**config.mk**
```make
export PLATFORM = sky130hd
export DESIGN_NAME = bf5_back
export DESIGN_NICKNAME = d
export VERILOG_FILES = /design/src/rtl/core/bf5_pkg.sv /design/src/rtl/core/bf5_back.sv
export VERILOG_INCLUDE_DIRS = /design/src /design/src/rtl/core
export SDC_FILE = /design/constraint.sdc
export NUM_CORES = 1
export LEC_CHECK = 0
export BUFFER_PORTS_ARGS = -buffer_cell sky130_fd_sc_hd__clkbuf_2
export CAP_MARGIN = 20
export CORE_ASPECT_RATIO = 0.6
export CORE_MARGIN = 2
export CORE_UTILIZATION = 25
export DETAILED_ROUTE_END_ITERATION = 6
export SYNTH_ARGS = -nofsm -noshare
export SYNTH_HDL_FRONTEND = slang
export SYNTH_SLANG_ARGS = --single-unit
export TNS_END_PERCENT = 100
```
**constraint.sdc**
```tcl
create_clock -name clk -period 5.2 [get_ports clk]
set_input_delay 0.26 -clock clk [delete_from_list [all_inputs] [get_ports clk]]
set_output_delay 0.26 -clock clk [all_outputs]
set_load 0.01 [all_outputs]
```
**src/rtl/core/assert_macros.svh**
```systemverilog
// Assertion macros shared by the box filter RTL.
// No dependencies; included by the modules that carry assertions.
`ifndef ASSERT_MACROS_SVH
`define ASSERT_MACROS_SVH

// Same-cycle implication, disabled while reset is asserted.
`define ASSERT_IMPLIES(label, clk, rst_n, ante, cons, msg) \
	label: assert property (@(posedge clk) disable iff (!rst_n) (ante) |-> (cons)) \
		else $error(msg);

// Next-cycle implication, disabled while reset is asserted.
`define ASSERT_NEXT(label, clk, rst_n, ante, cons, msg) \
	label: assert property (@(posedge clk) disable iff (!rst_n) (ante) |=> (cons)) \
		else $error(msg);

`endif

```
**src/rtl/core/bf5_pkg.sv**
```systemverilog
// Types and constants of the 5x5 box filter.
// No dependencies; imported by every module of the block.
`timescale 1ns / 1ps

package bf5_pkg;

	localparam int PIX_W       = 8;
	localparam int SLOTS       = 5;
	localparam int SLOT_W      = 3;
	localparam int WIN         = 5;
	localparam int VSUM_W      = 11;
	localparam int SUM_W       = 13;
	localparam int ROUND_BIAS  = 12;
	localparam int RECIP       = 5243;
	localparam int DIV_SHIFT   = 17;
	localparam int PROD_W      = 26;
	localparam int QUEUE_DEPTH = 4;
	localparam int QCNT_W      = $clog2(QUEUE_DEPTH + 1);
	localparam int MIN_DIM     = 5;
	localparam int W_REG_W     = 10;
	localparam int H_REG_W     = 12;
	localparam int ROW_W       = 13;
	localparam int ADDR_W      = 3;
	localparam int APB_DATA_W  = 32;
	localparam int WIDTH_RST   = 440;
	localparam int HEIGHT_RST  = 330;
	localparam logic [1:0] LAST_STEP = 2'd2;

	typedef enum logic {
		OP_PIXEL = 1'b0,
		OP_DRAIN = 1'b1
	} bf5_op_t;

	typedef enum logic {
		REG_FRAME_WIDTH  = 1'b0,
		REG_FRAME_HEIGHT = 1'b1
	} bf5_reg_t;

	// one column of the vertical window, summed
	typedef struct packed {
		logic [VSUM_W-1:0] vsum;
		logic              first_col;
		logic              last_col;
		logic              emit;
		logic              eof_row;
	} bf5_col_t;

	typedef struct packed {
		logic [PIX_W-1:0] mean;
		logic             eof;
		logic             last;
	} bf5_res_t;

endpackage

```
**src/rtl/core/bf5_back.sv**
```systemverilog
// Back end: horizontal 5-column window over the column sums, rounding
// divide by 25 and result formation. Depends on bf5_pkg.
`timescale 1ns / 1ps
`include "assert_macros.svh"

module bf5_back import bf5_pkg::*; (
	input  logic              clk,
	input  logic              arst_n,
	input  logic              col_empty,
	input  bf5_col_t          col_head,
	output logic              col_pop,
	input  logic [QCNT_W-1:0] res_count,
	output logic              res_push,
	output bf5_res_t          res_data
);

	localparam int ROCC_W = QCNT_W + 1;

	logic [VSUM_W-1:0] win_q   [WIN];
	logic [VSUM_W-1:0] win_nxt [WIN];
	logic [SUM_W-1:0]  sum_nxt;
	logic [1:0]        step_q;
	logic [ROCC_W-1:0] occ;
	logic              issue;
	logic              last_step;

	logic              v_b1;
	logic [SUM_W-1:0]  sum_b1;
	logic              eof_b1;
	logic              last_b1;
	logic [PROD_W-1:0] prod;

	logic              v_b2;
	logic [PIX_W-1:0]  mean_b2;
	logic              eof_b2;
	logic              last_b2;

	// reserve result room for everything in flight so the pipe never stalls
	assign occ       = {1'b0, res_count} + ROCC_W'(v_b1) + ROCC_W'(v_b2);
	assign issue     = !col_empty && (occ < ROCC_W'(QUEUE_DEPTH));
	assign last_step = col_head.last_col ? (step_q == LAST_STEP) : 1'b1;
	assign col_pop   = issue && last_step;

	// Row start fills the window with column 0; the row end shifts the last
	// column in three times to replicate the right border.
	always_comb begin
		sum_nxt = '0;
		for (int k = 0; k < WIN; k++) begin
			if (col_head.first_col || k == WIN - 1) begin
				win_nxt[k] = col_head.vsum;
			end else begin
				win_nxt[k] = win_q[k+1];
			end
			sum_nxt = sum_nxt + SUM_W'(win_nxt[k]);
		end
	end

	always_ff @(posedge clk or negedge arst_n) begin
		if (!arst_n) begin
			for (int k = 0; k < WIN; k++) begin
				win_q[k] <= '0;
			end
			step_q <= '0;
			v_b1   <= 1'b0;
			v_b2   <= 1'b0;
		end else begin
			if (issue) begin
				win_q <= win_nxt;
				if (col_head.last_col && !last_step) begin
					step_q <= step_q + 2'd1;
				end else begin
					step_q <= '0;
				end
			end
			v_b1 <= issue && col_head.emit;
			v_b2 <= v_b1;
		end
	end

	always_ff @(posedge clk) begin
		if (issue) begin
			sum_b1  <= sum_nxt;
			eof_b1  <= col_head.eof_row && col_head.last_col && last_step;
			last_b1 <= last_step;
		end
	end

	// (sum + 12) / 25 as a multiply by the scaled reciprocal
	assign prod = PROD_W'(sum_b1 + SUM_W'(ROUND_BIAS)) * PROD_W'(RECIP);

	always_ff @(posedge clk) begin
		mean_b2 <= prod[DIV_SHIFT +: PIX_W];
		eof_b2  <= eof_b1;
		last_b2 <= last_b1;
	end

	assign res_push      = v_b2;
	assign res_data.mean = mean_b2;
	assign res_data.eof  = eof_b2;
	assign res_data.last = last_b2;

	`ASSERT_IMPLIES(a_step_on_row_end, clk, arst_n, step_q != 2'd0, !col_empty && col_head.last_col, "border step without a row-end column")

endmodule

```
==> results_dict.tcl, run 1 <==
set metrics [dict create \
    maxCapViolations 0 \
    r2r_end "mean_b2[2]$_DFF_P_" \
    async_flop_share 0.658 \
    fp.dieW_um 228 \
    path_max_fanout 5 \
    ys_seq_area_frac 0.246 \
    clk_pin_slew_ns 0.06 \
    place.gp.congestion 0.896 \
    antenna_left 0 \
    numCtsBuffers 9 \
    htree_levels 3 \
    critPathKind "reg2reg" \
    worst_skew_pair.late_latency_ns 0.35 \
    rsz0062_at_grt "true" \
    hold_class "in2async" \
    worstPathRequired_ns 5.47 \
    pin_count 33 \
    violations "setup timing" \
    cp.depth 22 \
    path_delay_family "adder cells" \
    syn-instance-count 774 \
    drt_iter0_drc 217 \
    end_kind "flip-flop" \
    fin_setup_tns_ns -0.250 \
    final_common_cell "inv_1" \
    cts_root_buf "clkbuf_16" \
    tightest_slew_ns 0.807 \
    slowest_delay_ns 0.54 \
    r2r-start "sum_b1[4]$_DFFE_PP_" \
    max-slew-margin-rel 0.461 \
    syn-cell-area_um2 7530 \
    arrival_ns 5.55 \
    ctsHoldBuffers 0 \
    layout-drive-gt1-share 0.228 \
    area_growth_pct 26.5 \
    grt_usage 0.110 \
    fp.coreArea_um2 29800 \
    synth_nets 993 \
    most-common-layout-cells "inv_1 (160), ha_1 (94), fa_1 (86)" \
    syn_avg_cell_area_um2 9.73 \
    fin_crit_sh 1.02 \
    routed_wl_um 16600 \
    grt.overflow.total 0 \
    synth_edf_count 15 \
    hpwlAfterDp_um 13400 \
    ys_warn_count 0 \
    fillers 3060 \
    crit_path_end "mean_b2[2]$_DFF_P_" \
    fin_crit_ns 5.28 \
    critPathLaunchType "flip-flop" \
    ff2ff_setup_slack_ns -0.08 \
    cts_sinks 73 \
    antenna_found_initial 0 \
    grt_pass1_vias 5436 \
    max_clock_freq_mhz 189 \
    synth_flop_cell "dfrtp_1" \
    cts_tree "done" \
    rows 49 \
    final_util 0.320 \
    startpoint "sum_b1[4]$_DFFE_PP_" \
    wl_per_cell_um 12.8 \
    die_h_um 138 \
    grt_max_degree 70 \
    start_util 0.253 \
    portBuffers 32 \
    dieArea_um2 31600 \
    fin_worst_skew_ns 0.00687 \
    diodes 0 \
    setup_viol 6 \
    path_cells "buf_4 -> buf_4 -> nand2_1 -> nor2_4 -> nand3_2 -> xor2_2 -> inv_2 -> ha_4 -> fa_2 -> fa_1 -> inv_2 -> fa_1 -> fa_1 -> inv_2 -> ha_4 -> and4_4 -> a2111oi_4 -> o21ai_2 -> o22ai_4 -> o21ai_2 -> a21oi_2 -> xnor2_2" \
    synth_seq_cells 73 \
    hold_violations 0 \
    drt-vias-per-instance 4.13 \
    slew_violations 0 \
    synth_cell_type_count 49 \
    grt_first_pass_wirelength_um 27600 \
    dr.pass1.iters 5 \
    drc_errors 0 \
    path_buf_inv 5 \
    fin_ws_ns -0.0815 \
    nNetsFinal 1096 \
    status "finished with violations" \
    cts_buffer_depth 2 \
    slowest_stage "fa_1" \
    place_ws_ns -0.306 \
    ff2ff_path_depth 22 \
    num_vias 5324 \
]
metrics by stage:
stage | area, um2 | cells | hold slack, ns
global route | 9530 | 1290 | 0.0779
floorplan | 7710 | 774 | -0.0356
detailed placement | 8760 | 1255 | 0.339
CTS | 9380 | 1285 | 0.0508
global placement | 8760 | 1255 | 0.332
finish | 9530 | 1290 | 0.0223
synth_stat cells, drive strengths merged (5+ instances only):
master	count	area share
inv	175	0.087
ha	109	0.18
fa	89	0.24
o21ai	65	0.044
nor2	51	0.025
dfrtp	48	0.16
a21oi	46	0.031
nand2	31	0.015
xnor2	24	0.028
clkbuf	18	0.0090
edfxtp	15	0.060
a21o	12	0.012
xor2	11	0.013
dfxtp	10	0.027
nand3	10	0.0066
and3	6	0.0050
o21bai	5	0.0050
area by class of cell:
cell class                 instances  area [um2]  area share
tap                              408         510      0.0536
sequential                        73        1850       0.194
multi-input combinational        506        5410       0.568
clock buffer                      10         250      0.0263
timing repair buffer             112         779      0.0818
inverter                         175         659      0.0692
clock inverter                     6        70.1     0.00735
cells by family after synthesis:
family,synth area share
compound gates,0.121
buf+inv,0.0982
flops,0.246
xor+xnor,0.0407
simple gates,0.0704
fa+ha+maj,0.418
mux,0.00681
per-layer routing:
metal	track usage	up-vias	wire length (um)
met1	0.169	2553	8840
met3	0.0307	10	808
met5	0	-	0
li1	-	2689	-
met2	0.151	72	6730
met4	0.0251	0	184
what timing repair did:
item | CTS | global route
cloned | 0 | 0
pin swaps | 41 | 29
gates resized for setup | 38 | 20
setup buffers | 14 | 5
hold endpoints to repair | 0 | 0
setup endpoints to repair | 8 | 8
flip-flops by register name, summed over array words and instances (netlist names):
| name | cells |
|---|---|
| eof_b2 | 1 |
| res_push | 1 |
| last_b1 | 1 |
| mean_b2 | 8 |
| win_q | 44 |
| v_b1 | 1 |
| eof_b1 | 1 |
| sum_b1 | 13 |
| step_q | 2 |
| last_b2 | 1 |
how the worst min path moves through the flow:
stage               depth (start not counted)               endpoint             start  slack, ns
detailed placement                          0         eof_b2$_DFF_P_  eof_b1$_DFFE_PP_       0.34
floorplan                                   0     res_push$_DFF_PN0_            arst_n      -0.04
finish                                      2  win_q[23]$_DFFE_PN0P_            arst_n       0.02
CTS                                         2  win_q[23]$_DFFE_PN0P_            arst_n       0.05
global route                                2  win_q[23]$_DFFE_PN0P_            arst_n       0.08
global placement                            0         eof_b2$_DFF_P_  eof_b1$_DFFE_PP_       0.33
Power of run 1 is not shown: default switching activity piles up to over one toggle a cycle in this logic, so the estimate is an artifact.
==> run 2: changes to the inputs <==
--- a/config.mk
+++ b/config.mk
@@ -9,9 +9,10 @@
 export BUFFER_PORTS_ARGS = -buffer_cell sky130_fd_sc_hd__clkbuf_2
 export CAP_MARGIN = 20
 export CORE_ASPECT_RATIO = 0.6
-export CORE_MARGIN = 2
+export CORE_MARGIN = 5
 export CORE_UTILIZATION = 25
 export DETAILED_ROUTE_END_ITERATION = 6
+export SETUP_SLACK_MARGIN = 0.1
 export SYNTH_ARGS = -nofsm -noshare
 export SYNTH_HDL_FRONTEND = slang
 export SYNTH_SLANG_ARGS = --single-unit
==> run 2 against run 1 <==
  * The run still ends with setup timing left
  * Worst setup slack gained 0.043 ns
  * Via count up 1.4%
  * Critical path depth down 1
  * Flip-flop and latch count stayed put
  * Non-clock buffer count decreased by 13
  * Routed wire length up 2.8%
  * Fmax up 0.82%
  * Die area increased by 7.1%
  * First-iteration DRC count is 53% higher
  * Final area fell by 1.4%
  * Sequential share of layout area increased by 0.27 points
  * Register-to-register slack gained 0.04 ns
  * Highest routed layer unchanged
  * Critical path type unchanged
==> results_dict.tcl, run 2 (synthesis results as in run 1) <==
set metrics [dict create \
    status "finished with violations" \
    violations "setup timing" \
    cts_buffer_depth 2 \
    drt-vias-per-instance 4.23 \
    largest_reg_flops 44 \
    grt.overflow.total 0 \
    setup_viol 3 \
    fp.coreArea_um2 29900 \
    final_common_cell "inv_1" \
    portBuffers 32 \
    die_h_um 144 \
    worst_skew_pair.late_latency_ns 0.35 \
    regArea_um2 1850 \
    hold_violations 0 \
    worstPathRequired_ns 5.47 \
    fin_crit_sh 1.01 \
    drc_errors 0 \
    diodes 0 \
    hold_class "in2async" \
    critPathKind "reg2reg" \
    multi_input_area_um2 5450 \
    ctsHoldBuffers 0 \
    wl_per_cell_um 13.3 \
    nNetsFinal 1083 \
    maxCapViolations 0 \
    tightest_slew_ns 0.805 \
    place.gp.congestion 0.907 \
    layout-drive-gt1-share 0.226 \
    hpwlAfterDp_um 13900 \
    critPathLaunchType "flip-flop" \
    path_max_fanout 5 \
    cts_sinks 73 \
    most-common-layout-cells "inv_1 (156), ha_1 (92), fa_1 (85)" \
    cts_root_buf "clkbuf_16" \
    drt_iter0_drc 332 \
    rows 49 \
    fp.dieW_um 234 \
    grt_first_pass_wirelength_um 28100 \
    cts_tree "done" \
    fin_crit_ns 5.24 \
    htree_levels 3 \
    clk_pin_slew_ns 0.06 \
    area_growth_pct 24.8 \
    final_cells 1277 \
    pin_count 33 \
    max_clock_freq_mhz 191 \
    grt_pass1_vias 5436 \
    numCtsBuffers 9 \
    top_register "win_q" \
    grt_usage 0.105 \
    num_vias 5401 \
    place_inst 1237 \
    antenna_left 0 \
    dieArea_um2 33800 \
    max-slew-margin-rel 0.462 \
    fin_ws_ns -0.0384 \
    grt_max_degree 70 \
    start_util 0.252 \
    slew_violations 0 \
    end_kind "flip-flop" \
    antenna_found_initial 0 \
    routed_wl_um 17000 \
    fin_worst_skew_ns 0.00733 \
    fillers 3105 \
    top_regs "win_q: 44 flops, sum_b1: 13 flops, mean_b2: 8 flops" \
    arrival_ns 5.51 \
    dr.pass1.iters 5 \
    rsz0062_at_grt "true" \
]
-- run 2: changes by cell type in the layout (fill, tap and decap cells not counted), sizes merged --
cell / change
buf: -13
bufinv: -1
clkinvlp: +1
clkbuf: +1
inv: -2
clkinv: +1
-- run 2: per-layer routing --
layer / up-vias / routed length, um / share of wire / track usage
met2: 70 / 7100 / 0.42 / 0.149
met1: 2651 / 8940 / 0.53 / 0.160
met5: - / 0 / 0 / 0
met4: 0 / 114 / 0.0067 / 0.0185
met3: 9 / 865 / 0.051 / 0.0298
li1: 2671 / - / - / -
-- run 2: final timing paths --
| kind | from | end | slack, ns | cells after the start |
|---|---|---|---|---|
| setup / recovery | sum_b1[2]$_DFFE_PP_ | mean_b2[7]$_DFF_P_ | -0.04 | 21 |
| hold / removal | arst_n | v_b1$_DFF_PN0_ | 0.01 | 2 |
| setup reg to reg | sum_b1[2]$_DFFE_PP_ | mean_b2[7]$_DFF_P_ | -0.04 | 21 |
| hold reg to reg | last_b1$_DFFE_PP_ | last_b2$_DFF_P_ | 0.35 | 0 |
| max in group asynchronous | arst_n | win_q[21]$_DFFE_PN0P_ | 4.73 | 2 |
| min in group clk | col_head[1] | v_b1$_DFF_PN0_ | 0.14 | 2 |
-- run 2: through the flow --
step	util	setup slack [ns]	hold slack [ns]	setup TNS (ns)	instance area [um2]
after floorplan	-	0.0959	-0.0356	0	7820
after global placement	0.292	-0.172	0.328	-0.288	8730
after detailed placement	0.292	-0.184	0.344	-0.858	8730
after CTS	0.310	-0.0450	0.0443	-0.0621	9250
after global routing	0.315	-0.223	0.102	-1.13	9400
final	0.315	-0.0384	0.0126	-0.0947	9400
-- run 2: timing repair --
| action | CTS | global route |
|---|---|---|
| buffers inserted | 16 | 8 |
| gates resized for setup | 30 | 20 |
| endpoints found under the hold margin | 0 | 0 |
| endpoints found under the setup margin | 8 | 8 |
| pin swaps | 50 | 27 |
-- run 2: layout make-up --
cell class,count,area share
repair buffers,99,0.0717
clock buffers,11,0.0248
clock inverters,5,0.00333
flip-flops and latches,73,0.197
multi-input cells,506,0.579
well taps,408,0.0543
inverters,175,0.0699
-- run 2: worst max-delay path, stage by stage, from the launching register on --
cell	delay [ns]
edfxtp_1	0.42
inv_2	0.08
ha_4	0.19
nor2_4	0.13
nand3_2	0.12
xor2_2	0.20
inv_2	0.10
ha_4	0.28
fa_2	0.48
fa_1	0.54
inv_2	0.05
fa_2	0.53
fa_1	0.42
inv_2	0.08
ha_4	0.19
and4_4	0.20
a2111oi_4	0.30
o21ai_2	0.12
o22ai_4	0.29
o2111ai_2	0.14
o211ai_1	0.14
xnor2_1	0.16
Power of run 2 is left out for the same reason.
