## src/rtl/core/assert_macros.svh

```systemverilog
// Assertion macros shared by the box filter RTL.
// No dependencies; included by the modules that carry assertions.
`ifndef ASSERT_MACROS_SVH
`define ASSERT_MACROS_SVH

// Same-cycle implication, disabled while reset is asserted.
`define ASSERT_IMPLIES(label, clk, rst_n, ante, cons, msg) \
	label: assert property (@(posedge clk) disable iff (!rst_n) (ante) |-> (cons)) \
		else $error(msg);

// Next-cycle implication, disabled while reset is asserted.
`define ASSERT_NEXT(label, clk, rst_n, ante, cons, msg) \
	label: assert property (@(posedge clk) disable iff (!rst_n) (ante) |=> (cons)) \
		else $error(msg);

`endif

```

## src/rtl/core/bf5_pkg.sv

```systemverilog
// Types and constants of the 5x5 box filter.
// No dependencies; imported by every module of the block.
`timescale 1ns / 1ps

package bf5_pkg;

	localparam int PIX_W       = 8;
	localparam int SLOTS       = 5;
	localparam int SLOT_W      = 3;
	localparam int WIN         = 5;
	localparam int VSUM_W      = 11;
	localparam int SUM_W       = 13;
	localparam int ROUND_BIAS  = 12;
	localparam int RECIP       = 5243;
	localparam int DIV_SHIFT   = 17;
	localparam int PROD_W      = 26;
	localparam int QUEUE_DEPTH = 4;
	localparam int QCNT_W      = $clog2(QUEUE_DEPTH + 1);
	localparam int MIN_DIM     = 5;
	localparam int W_REG_W     = 10;
	localparam int H_REG_W     = 12;
	localparam int ROW_W       = 13;
	localparam int ADDR_W      = 3;
	localparam int APB_DATA_W  = 32;
	localparam int WIDTH_RST   = 440;
	localparam int HEIGHT_RST  = 330;
	localparam logic [1:0] LAST_STEP = 2'd2;

	typedef enum logic {
		OP_PIXEL = 1'b0,
		OP_DRAIN = 1'b1
	} bf5_op_t;

	typedef enum logic {
		REG_FRAME_WIDTH  = 1'b0,
		REG_FRAME_HEIGHT = 1'b1
	} bf5_reg_t;

	// one column of the vertical window, summed
	typedef struct packed {
		logic [VSUM_W-1:0] vsum;
		logic              first_col;
		logic              last_col;
		logic              emit;
		logic              eof_row;
	} bf5_col_t;

	typedef struct packed {
		logic [PIX_W-1:0] mean;
		logic             eof;
		logic             last;
	} bf5_res_t;

endpackage

```

## src/rtl/core/bf5_fifo.sv

```systemverilog
// Small register FIFO used between front and back and at the result side.
// Depends on bf5_pkg (imported for uniformity) and assert_macros.svh.
`timescale 1ns / 1ps
`include "assert_macros.svh"

module bf5_fifo import bf5_pkg::*; #(
	parameter int DATA_W = 8,
	parameter int DEPTH  = 4
) (
	input  logic                       clk,
	input  logic                       arst_n,
	input  logic                       push,
	input  logic [DATA_W-1:0]          wdata,
	input  logic                       pop,
	output logic [DATA_W-1:0]          rdata,
	output logic                       empty,
	output logic [$clog2(DEPTH+1)-1:0] count
);

	localparam int PTR_W = $clog2(DEPTH);
	localparam int CNT_W = $clog2(DEPTH + 1);

	logic [DATA_W-1:0] store_q [DEPTH];
	logic [PTR_W-1:0]  wr_ptr_q;
	logic [PTR_W-1:0]  rd_ptr_q;
	logic [CNT_W-1:0]  count_q;
	logic              do_pop;

	assign do_pop = pop && (count_q != '0);

	always_ff @(posedge clk or negedge arst_n) begin
		if (!arst_n) begin
			wr_ptr_q <= '0;
			rd_ptr_q <= '0;
			count_q  <= '0;
		end else begin
			if (push) begin
				wr_ptr_q <= (wr_ptr_q == PTR_W'(DEPTH - 1)) ? '0 : wr_ptr_q + PTR_W'(1);
			end
			if (do_pop) begin
				rd_ptr_q <= (rd_ptr_q == PTR_W'(DEPTH - 1)) ? '0 : rd_ptr_q + PTR_W'(1);
			end
			if (push && !do_pop) begin
				count_q <= count_q + CNT_W'(1);
			end else if (!push && do_pop) begin
				count_q <= count_q - CNT_W'(1);
			end
		end
	end

	always_ff @(posedge clk) begin
		if (push) begin
			store_q[wr_ptr_q] <= wdata;
		end
	end

	assign rdata = store_q[rd_ptr_q];
	assign empty = (count_q == '0);
	assign count = count_q;

	`ASSERT_IMPLIES(a_no_overflow, clk, arst_n, push && (count_q == CNT_W'(DEPTH)), do_pop, "fifo overflow")

endmodule

```

## config.mk

```make
export PLATFORM = sky130hd
export DESIGN_NAME = bf5_fifo
export DESIGN_NICKNAME = d
export VERILOG_FILES = /design/src/rtl/core/bf5_pkg.sv /design/src/rtl/core/bf5_fifo.sv
export VERILOG_INCLUDE_DIRS = /design/src /design/src/rtl/core
export SDC_FILE = /design/constraint.sdc
export NUM_CORES = 1
export LEC_CHECK = 0
export ABC_AREA = 1
export BUFFER_PORTS_ARGS = -buffer_cell sky130_fd_sc_hd__buf_2
export CAP_MARGIN = 20
export CORE_MARGIN = 2
export CORE_UTILIZATION = 25
export CTS_CLUSTER_SIZE = 40
export DETAILED_ROUTE_END_ITERATION = 7
export GPL_TIMING_DRIVEN = 0
export MAX_ROUTING_LAYER = met4
export PLACE_DENSITY_LB_ADDON = 0.15
export SYNTH_ARGS = -nofsm -noshare
export SYNTH_HDL_FRONTEND = slang
export SYNTH_SLANG_ARGS = --single-unit
```

## constraint.sdc

```tcl
create_clock -name clk -period 2.2 [get_ports clk]
set_clock_uncertainty 0.2 [all_clocks]
set_input_delay 0.22 -clock clk [delete_from_list [all_inputs] [get_ports clk]]
set_output_delay 0.22 -clock clk [all_outputs]
set_load 0.005 [all_outputs]
```

==> results.toml, run 1 <==
[drt]
antenna_left = 0
wl_met3_microns = 146
drtPass1Iterations = 4
wl_met2_microns = 1600
avgRoutedWirePerCell_microns = 12.5
vias_per_cell = 4.15
routed.top_layer = "met4"
totalWireLength_microns = 3310
vias = 1103
drc = 0
met1_length_microns = 1480
drt_iter0_drc = 64

[placement]
routabilityCongestion = 0.790
port_buffers = 23
hpwl_microns = 2280

[setup_path]
r2r_setup_slack_ns = 0.21
crit_path_start = "count[0]"
cp.required_ns = 2.18
critical_path_class = "register to register"
cp-endpoint = "count[2]"
r2r-end = "count[2]"
r2r_start = "count[0]"
cp.arrival_ns = 1.97
crit_fanout = 4
r2r_cells = 10
end_kind = "register"
critPathLaunchType = "register"

[clock_tree]
cts_root_buffer = "clkbuf_8"
clockBufferDepth = 2
htree_levels = 2
cts-buffers-inserted = 5
post_cts_buffers = 0
clock-sinks = 39
clkTransAtPathRegs_ns = 0.07
cts_tree = "yes"
insertion_delay_ns = 0.28

[timing]
hold_viol_final = 0
rsz0062_at_grt = "false"
finalSetupTns_ns = 0
holdWs_ns = 0.0206
fin_crit_sh_pct = 90.6
maxSlewHeadroom_pct = 71.5
max_freq_mhz = 502
maxSlewViolCount = 0
setup_viol = 0
worst_pin_slew_ns = 0.428
finalCriticalPeriod_ns = 1.99

[final_layout]
area_delta_synth_final_pct = 22.7
antenna_cells = 0
final_nets = 205
drive_above_1_share_pct = 20.4
register_area_sq_um = 1140
final.fill_count = 703
multi_input_area_sq_um = 433
utilization_pct = 31.4

[yosys]
ys_top_cells_by_count = "nand2_1, edfxtp_1, inv_1"
synthTopCellsByArea = "edfxtp_1, dfrtp_1, nand2_1, o211ai_1, inv_1"
synth.most_common_cell = "nand2_1"
netlist_instances = 147
syn_area_per_cell_sq_um = 11.8
syn_area_sq_um = 1730
netlist.area_leader.share_pct = 55.6
ys_types = 15
synth_nets = 166
ys_seq_elements = 39
ys.flop_type = "edfxtp_1"
synth_edf_count = 32
postSynth.asyncResetShare_pct = 17.9
synth_warnings = 0
ys_seq_area_share_pct = 65.7
yosys.area.top_type = "edfxtp_1"

[floorplan]
die-area_sq_um = 7590
start_util_pct = 25.6
die_x_microns = 87.1
io_pins = 24
coreArea_sq_um = 6760
rows = 30
die_h_microns = 87.1

[pwr]
switching_share_pct = 35.4
seq_power_share_pct = 42.7
p_total_mw = 2.51
max-vdd-ir-drop_mv = 0.225
power.share.clock_pct = 18.0
p_comb_share_pct = 39.2
p_leak_nw = 0.940
powerDensity_nw_per_um2 = 1180
p_sw_uw = 886
intPower_mw = 1.62

[flow_run]
maxCapViolations = 0

[grt]
grt_pass1_wl_microns = 5530
grt_use_total_pct = 10.3
grt.overflow.total = 0
grt_antenna_before_repair = 0
grt_pass1_vias = 1131
grt_max_degree = 13

[outcome]
run_status = "completed"

[min_path]
min_path_type = "input port to register"
-- through the flow --
| step | cell area [sq um] | cells | setup WS [ns] |
|---|---|---|---|
| 4_1_cts | 2120 | 266 | 0.150 |
| 5_1_grt | 2120 | 266 | 0.0210 |
| 2_1_floorplan | 1730 | 147 | 0.347 |
| 6_report | 2120 | 266 | 0.208 |
| 3_3_place_gp | 1940 | 250 | 0.245 |
| 3_5_place_dp | 1940 | 250 | 0.185 |
-- worst max-delay path, cell delays in order, from the launching register on --
cell and delay, ns:
dfrtp_2 0.44, nor2_1 0.11, nand2_1 0.13, nand2_2 0.11, ha_1 0.16, inv_1 0.07, fa_1 0.39, nand2_1 0.11
nand3_1 0.07, nand2_1 0.06, nand2_1 0.04
-- power groups by stage --
stage                     logic [mW]  clock network (mW)  registers [mW]
after floorplan                0.642                   0            1.07
after CTS                       1.02               0.468            1.07
after global placement         0.981                   0            1.08
final                          0.983               0.452            1.07
after global routing            1.14               0.494            1.10
after detailed placement        1.00                   0            1.09
-- per-layer routing --
metal / GRT usage, % / vias to the layer above
li1: - / 565
met1: 11.9 / 510
met2: 16.2 / 21
met3: 3.32 / 7
met4: 4.62 / 0
met5: - / -
-- state kept, by name, indices dropped and copies added, names as in the netlist --
signal / cells
rd_ptr_q: 2
count: 3
wr_ptr_q: 2
store_q: 32
-- layout make-up --
class                           count  share of cell area [%]
Buffer                              5                    2.66
Clock buffer                        5                    3.25
Clock inverter                      2                   0.649
Inverter                           28                    4.96
Multi-Input combinational cell     75                    20.4
Sequential cell                    39                    53.7
Tap cell                           80                    4.72
Timing Repair Buffer               32                    9.68
-- worst min-delay path by stage --
stage	cells after the start	end	start
floorplan	0	count[0]	arst_n
global placement	1	rd_ptr_q[1]	arst_n
detailed placement	1	rd_ptr_q[0]	arst_n
CTS	3	rd_ptr_q[1]	pop
global route	3	rd_ptr_q[1]	pop
finish	3	rd_ptr_q[1]	pop
-- cell families after synthesis --
kind of cell               count (synthesis)  synth area share (%)
DFF                                       39                  65.7
adders and majority gates                  7                  5.50
and+or+nand+nor                           48                  10.8
xor gates and xnor gates                   1                 0.507
buffers and inverters                     33                  9.34
AOI/OAI and AO/OA                         19                  8.11
-- timing repair --
| action | 4_1_cts | 5_1_grt |
|---|---|---|
| hold buffers | 9 | 0 |
| hold endpoints to repair | 39 | 0 |
| resized for setup | 0 | 2 |
| setup endpoints to repair | 0 | 1 |
-- cell usage in the layout (no fill, tap or decap) --
master,instances
nand2_1,41
nor2_1,2
clkbuf_8,5
fa_1,1
nand3_1,3
inv_1,28
dfrtp_1,6
o21ai_0,2
dfrtp_2,1
ha_1,6
nand2_2,1
dlygate4sd3_1,9
nand4_1,1
xnor2_1,1
buf_2,23
edfxtp_1,32
o211ai_2,1
clkinv_2,1
buf_6,5
clkinv_4,1
o211ai_1,15
a21oi_1,1
Power figures use the tool's default switching activity.
==> inputs of run 2 (changes only) <==
--- a/config.mk
+++ b/config.mk
@@ -7,12 +7,12 @@
 export NUM_CORES = 1
 export LEC_CHECK = 0
 export ABC_AREA = 1
-export BUFFER_PORTS_ARGS = -buffer_cell sky130_fd_sc_hd__buf_2
 export CAP_MARGIN = 20
 export CORE_MARGIN = 2
 export CORE_UTILIZATION = 25
 export CTS_CLUSTER_SIZE = 40
 export DETAILED_ROUTE_END_ITERATION = 7
+export DONT_BUFFER_PORTS = 1
 export GPL_TIMING_DRIVEN = 0
 export MAX_ROUTING_LAYER = met4
 export PLACE_DENSITY_LB_ADDON = 0.15
==> run 2 against run 1 <==
  * Routed wire length is 4.6% higher
  * Hold slack gained 0.031 ns
  * Global-route usage grew 0.45 points
  * Critical endpoint unchanged
==> results.toml, run 2 (synthesis gave the netlist of run 1 again) <==
[floorplan]
start_util_pct = 25.6
io_pins = 24
die-area_sq_um = 7590
coreArea_sq_um = 6760
die_x_microns = 87.1
rows = 30
die_h_microns = 87.1

[pwr]
powerDensity_nw_per_um2 = 1220
intPower_mw = 1.60
p_total_mw = 2.49
seq_power_share_pct = 43.3
p_sw_uw = 897
p_leak_nw = 0.867
p_comb_share_pct = 35.0
power.share.clock_pct = 21.8
max-vdd-ir-drop_mv = 0.237
switching_share_pct = 36.0

[setup_path]
slowest_delay_ns = 0.45
end_kind = "register"
crit_fanout = 4
critical_path_class = "register to register"
cp_slowest_cell = "dfrtp_2"
cp_common_cell = "nand2_1"
cp.arrival_ns = 1.98
critPathLaunchType = "register"
r2r_cells = 10
crit_chain = "nor2_1 > nand2_2 > nand2_2 > ha_1 > inv_1 > fa_1 > nand2_1 > nand3_1 > nand2_1 > nand2_1"
cpLargestDelayFamily = "simple AND/OR/NAND/NOR gates"
cp_num_buf_inv = 1
r2r_start = "count[0]"
r2r-end = "count[2]"
r2r_setup_slack_ns = 0.21
cp.required_ns = 2.20

[drt]
drc = 0
drtPass1Iterations = 4
vias_per_cell = 4.36
antenna_left = 0
avgRoutedWirePerCell_microns = 14.1
totalWireLength_microns = 3470
drt_iter0_drc = 49
vias = 1073

[final_layout]
area_delta_synth_final_pct = 18.5
final_common_cell = "nand2_1"
largest_register_ffs = 32
final.fill_count = 683
final_cell_mix = "nand2_1, edfxtp_1, inv_1, o211ai_1, dlygate4sd3_1"
stdcell_area_sq_um = 2050
drive_above_1_share_pct = 10.2
multi_input_area_sq_um = 435
regMostFlops = "store_q"
final_nets = 184
antenna_cells = 0
register_area_sq_um = 1140

[placement]
routabilityCongestion = 0.689
port_buffers = 0
hpwl_microns = 2300
dpl-instance-area_sq_um = 1830

[timing]
maxSlewViolCount = 0
max_freq_mhz = 504
rsz0062_at_grt = "false"
hold_viol_final = 0
finalCriticalPeriod_ns = 1.99
setup_viol = 0
worst_pin_slew_ns = 0.445
finalSetupTns_ns = 0
maxSlewHeadroom_pct = 70.3
fin_crit_sh_pct = 90.2

[grt]
grt_pass1_wl_microns = 5730
grt.overflow.total = 0
grt_max_degree = 13
grt_antenna_before_repair = 0
grt_pass1_vias = 1098
grt_use_total_pct = 10.7

[clock_tree]
clockBufferDepth = 2
post_cts_buffers = 0
htree_levels = 2
cts_root_buffer = "clkbuf_8"
clkTransAtPathRegs_ns = 0.08
cts_tree = "yes"
cts-buffers-inserted = 5
clock-sinks = 39
insertion_delay_ns = 0.29

[flow_run]
maxCapViolations = 0

[min_path]
min_path_type = "input port to async pin"

[outcome]
run_status = "completed"
-- run 2: layout make-up --
type / count / area share, %
plain buffers: 5 / 2.75
multi-input cells: 75 / 21.3
flip-flops and latches: 39 / 55.6
clock inverters: 1 / 0.306
repair buffers: 11 / 5.38
clock buffers: 7 / 4.71
well taps: 80 / 4.89
inverters: 28 / 5.13
-- run 2: power groups by stage --
| stage | clock [mW] | combinational (mW) | sequential, mW |
|---|---|---|---|
| final | 0.542 | 0.872 | 1.08 |
| after global routing | 0.585 | 1.00 | 1.10 |
| after CTS | 0.556 | 0.887 | 1.08 |
| after detailed placement | 0 | 0.855 | 1.10 |
| after global placement | 0 | 0.837 | 1.09 |
| after floorplan | 0 | 0.642 | 1.07 |
-- run 2: per-stage QoR --
stage,hold slack [ns],worst slack (ns),util [%],instances
4_1_cts,0.0558,0.133,30.2,246
2_1_floorplan,-0.276,0.347,-,147
5_1_grt,0.0704,0.0270,30.3,246
3_3_place_gp,-0.275,0.218,27.1,227
3_5_place_dp,-0.275,0.152,27.1,227
6_report,0.0516,0.215,30.3,246
-- run 2: layer usage --
layer / track usage [%] / share of wire, % / routed length [microns]
met5: - / 0 / 0
met4: 4.20 / 2.0 / 71
met3: 3.70 / 4.8 / 167
met2: 16.7 / 48 / 1680
met1: 12.7 / 45 / 1550
-- run 2: timing repair --
item                       4_1_cts  5_1_grt
hold buffers                    11        0
setup endpoints to repair        0        1
hold endpoints to repair        44        0
resized for setup                0        3
-- run 2: worst reg2reg max path: cells and delay by family, from the launching register on --
kind          cells  cell delay, ns
buf+inv           1            0.07
flops             1            0.45
simple gates      7            0.61
fa+ha+maj         2            0.55
-- run 2: worst max path at each step --
stage / from / end / slack, ns / depth (start not counted)
5_1_grt: count[0] / count[2] / 0.03 / 10
2_1_floorplan: count[0] / count[2] / 0.35 / 10
3_3_place_gp: count[0] / count[2] / 0.22 / 10
6_report: count[0] / count[2] / 0.21 / 10
3_5_place_dp: count[0] / count[2] / 0.15 / 10
4_1_cts: count[0] / count[2] / 0.13 / 10
==> inputs of run 3 (changes only) <==
--- a/config.mk
+++ b/config.mk
@@ -8,6 +8,8 @@
 export LEC_CHECK = 0
 export ABC_AREA = 1
 export CAP_MARGIN = 20
+export CELL_PAD_IN_SITES_DETAIL_PLACEMENT = 0
+export CELL_PAD_IN_SITES_GLOBAL_PLACEMENT = 2
 export CORE_MARGIN = 2
 export CORE_UTILIZATION = 25
 export CTS_CLUSTER_SIZE = 40
==> run 3 against run 2 <==
  * Critical path depth did not move
  * Global-route usage fell by 0.18 points
  * Design area rose by 0.31%
  * Core utilization rose by 0.093 points
  * Clock power rose by 11%
  * Largest cell class unchanged
  * Highest routed layer unchanged
==> results.toml, run 3 (synthesis gave the netlist of run 1 again) <==
[outcome]
run_status = "completed"

[floorplan]
start_util_pct = 25.6
rows = 30
die-area_sq_um = 7590
die_h_microns = 87.1
io_pins = 24
coreArea_sq_um = 6760
die_x_microns = 87.1

[timing]
setup_ws_ns = 0.172
hold_viol_final = 0
worst_pin_slew_ns = 0.435
maxSlewViolCount = 0
fin_crit_sh_pct = 92.2
rsz0062_at_grt = "false"
maxSlewHeadroom_pct = 71.0
max_freq_mhz = 493
holdWs_ns = 0.0651
setup_viol = 0
finalCriticalPeriod_ns = 2.03
finalSetupTns_ns = 0

[final_layout]
largest_register_ffs = 32
antenna_cells = 0
regMostFlops = "store_q"
final.fill_count = 686
layoutNonFillerInstCount = 246
final_nets = 184
final_cell_mix = "nand2_1, edfxtp_1, inv_1, o211ai_1, dlygate4sd3_1"
area_delta_synth_final_pct = 18.8
multi_input_area_sq_um = 430
register_area_sq_um = 1140
drive_above_1_share_pct = 8.43
final_common_cell = "nand2_1"

[clock_tree]
cts-buffers-inserted = 5
cts_tree = "yes"
clkTransAtPathRegs_ns = 0.08
insertion_delay_ns = 0.29
clock-sinks = 39
postCtsHoldBufs = 11
post_cts_buffers = 0
htree_levels = 2
cts_root_buffer = "clkbuf_8"
cts_resized = 0
clockBufferDepth = 2

[drt]
drc = 0
drtPass1Iterations = 4
drt_iter0_drc = 23
avgRoutedWirePerCell_microns = 14.1
antenna_left = 0
vias = 1021
vias_per_cell = 4.15
totalWireLength_microns = 3460

[pwr]
p_comb_share_pct = 33.9
p_leak_nw = 0.868
switching_share_pct = 35.1
p_sw_uw = 892
max-vdd-ir-drop_mv = 0.298
seq_power_share_pct = 42.4
power.share.clock_pct = 23.7
intPower_mw = 1.65
powerDensity_nw_per_um2 = 1240

[placement]
hpwl_microns = 2270
dp_cells = 227
routabilityCongestion = 0.725
port_buffers = 0
pre_cts_ws_ns = 0.167

[setup_path]
end_kind = "register"
cp.required_ns = 2.19
cp_num_buf_inv = 1
critical_path_class = "register to register"
crit_chain = "nor2_1 > nand2_1 > nand2_1 > ha_1 > inv_1 > fa_1 > nand2_1 > nand3_1 > nand2_1 > nand2_1"
critPathLaunchType = "register"
cp.arrival_ns = 2.01
cpLargestDelayFamily = "simple AND/OR/NAND/NOR gates"
cp_slowest_cell = "dfrtp_1"
cp_common_cell = "nand2_1"
slowest_delay_ns = 0.45
crit_fanout = 4

[grt]
grt_pass1_wl_microns = 5530
grt_antenna_before_repair = 0
grt_use_total_pct = 10.5
grt_max_degree = 15
grt.overflow.total = 0
grt_pass1_vias = 1047

[min_path]
min_path_type = "input port to async pin"

[flow_run]
maxCapViolations = 0
[run 3: changes by cell type in the layout (fill, tap and decap cells not counted), sizes merged]
cell      change
clkbuf        -2
bufinv        +1
clkinvlp      +1
[run 3: power groups by stage]
stage,combinational (mW),clock [mW],sequential [mW]
2_1_floorplan,0.642,0,1.07
3_3_place_gp,0.861,0,1.09
3_5_place_dp,0.873,0,1.10
4_1_cts,0.902,0.621,1.08
5_1_grt,0.996,0.661,1.10
6_report,0.861,0.602,1.08
[run 3: final timing paths]
check,startpoint,cells past startpoint,end,slack (ns)
max,count[0],10,count[2],0.17
min in group clk,push,2,store_q[1][3],0.16
min,arst_n,1,rd_ptr_q[0],0.07
max reg2reg,count[0],10,count[2],0.17
min reg2reg,count[2],2,count[2],0.33
max in group asynchronous,arst_n,1,wr_ptr_q[1],1.48
[run 3: per-layer routing]
metal	part of all wire (%)	routed length, microns	global-route usage, %	vias up
met5	0	0	-	-
met4	1.8	61	4.20	0
met3	4.5	157	3.32	6
met2	48	1650	16.7	19
met1	46	1590	12.4	474
li1	-	-	-	522
[run 3: area by class of cell]
type                       count  share of cell area, %
buffer                         5                   2.74
tap                           80                   4.88
timing repair buffer          11                   5.36
clock inverter                 3                   2.25
inverter                      28                   5.12
sequential                    39                   55.3
multi-input combinational     75                   21.0
clock buffer                   5                   3.35
[run 3: worst register-to-register path, delay by kind of cell, from the launching register on]
family | cells | cell delay, ns
adder cells (fa/ha/maj) | 2 | 0.55
flip-flops | 1 | 0.45
buffers and inverters | 1 | 0.06
AND/OR/NAND/NOR | 7 | 0.65
[run 3: metrics by stage]
| step | util [%] | area [sq um] | power [mW] |
|---|---|---|---|
| final | 30.4 | 2050 | 2.54 |
| after global routing | 30.4 | 2050 | 2.75 |
| after CTS | 30.4 | 2050 | 2.60 |
| after detailed placement | 27.1 | 1830 | 1.97 |
| after global placement | 27.1 | 1830 | 1.95 |
| after floorplan | - | 1730 | 1.72 |
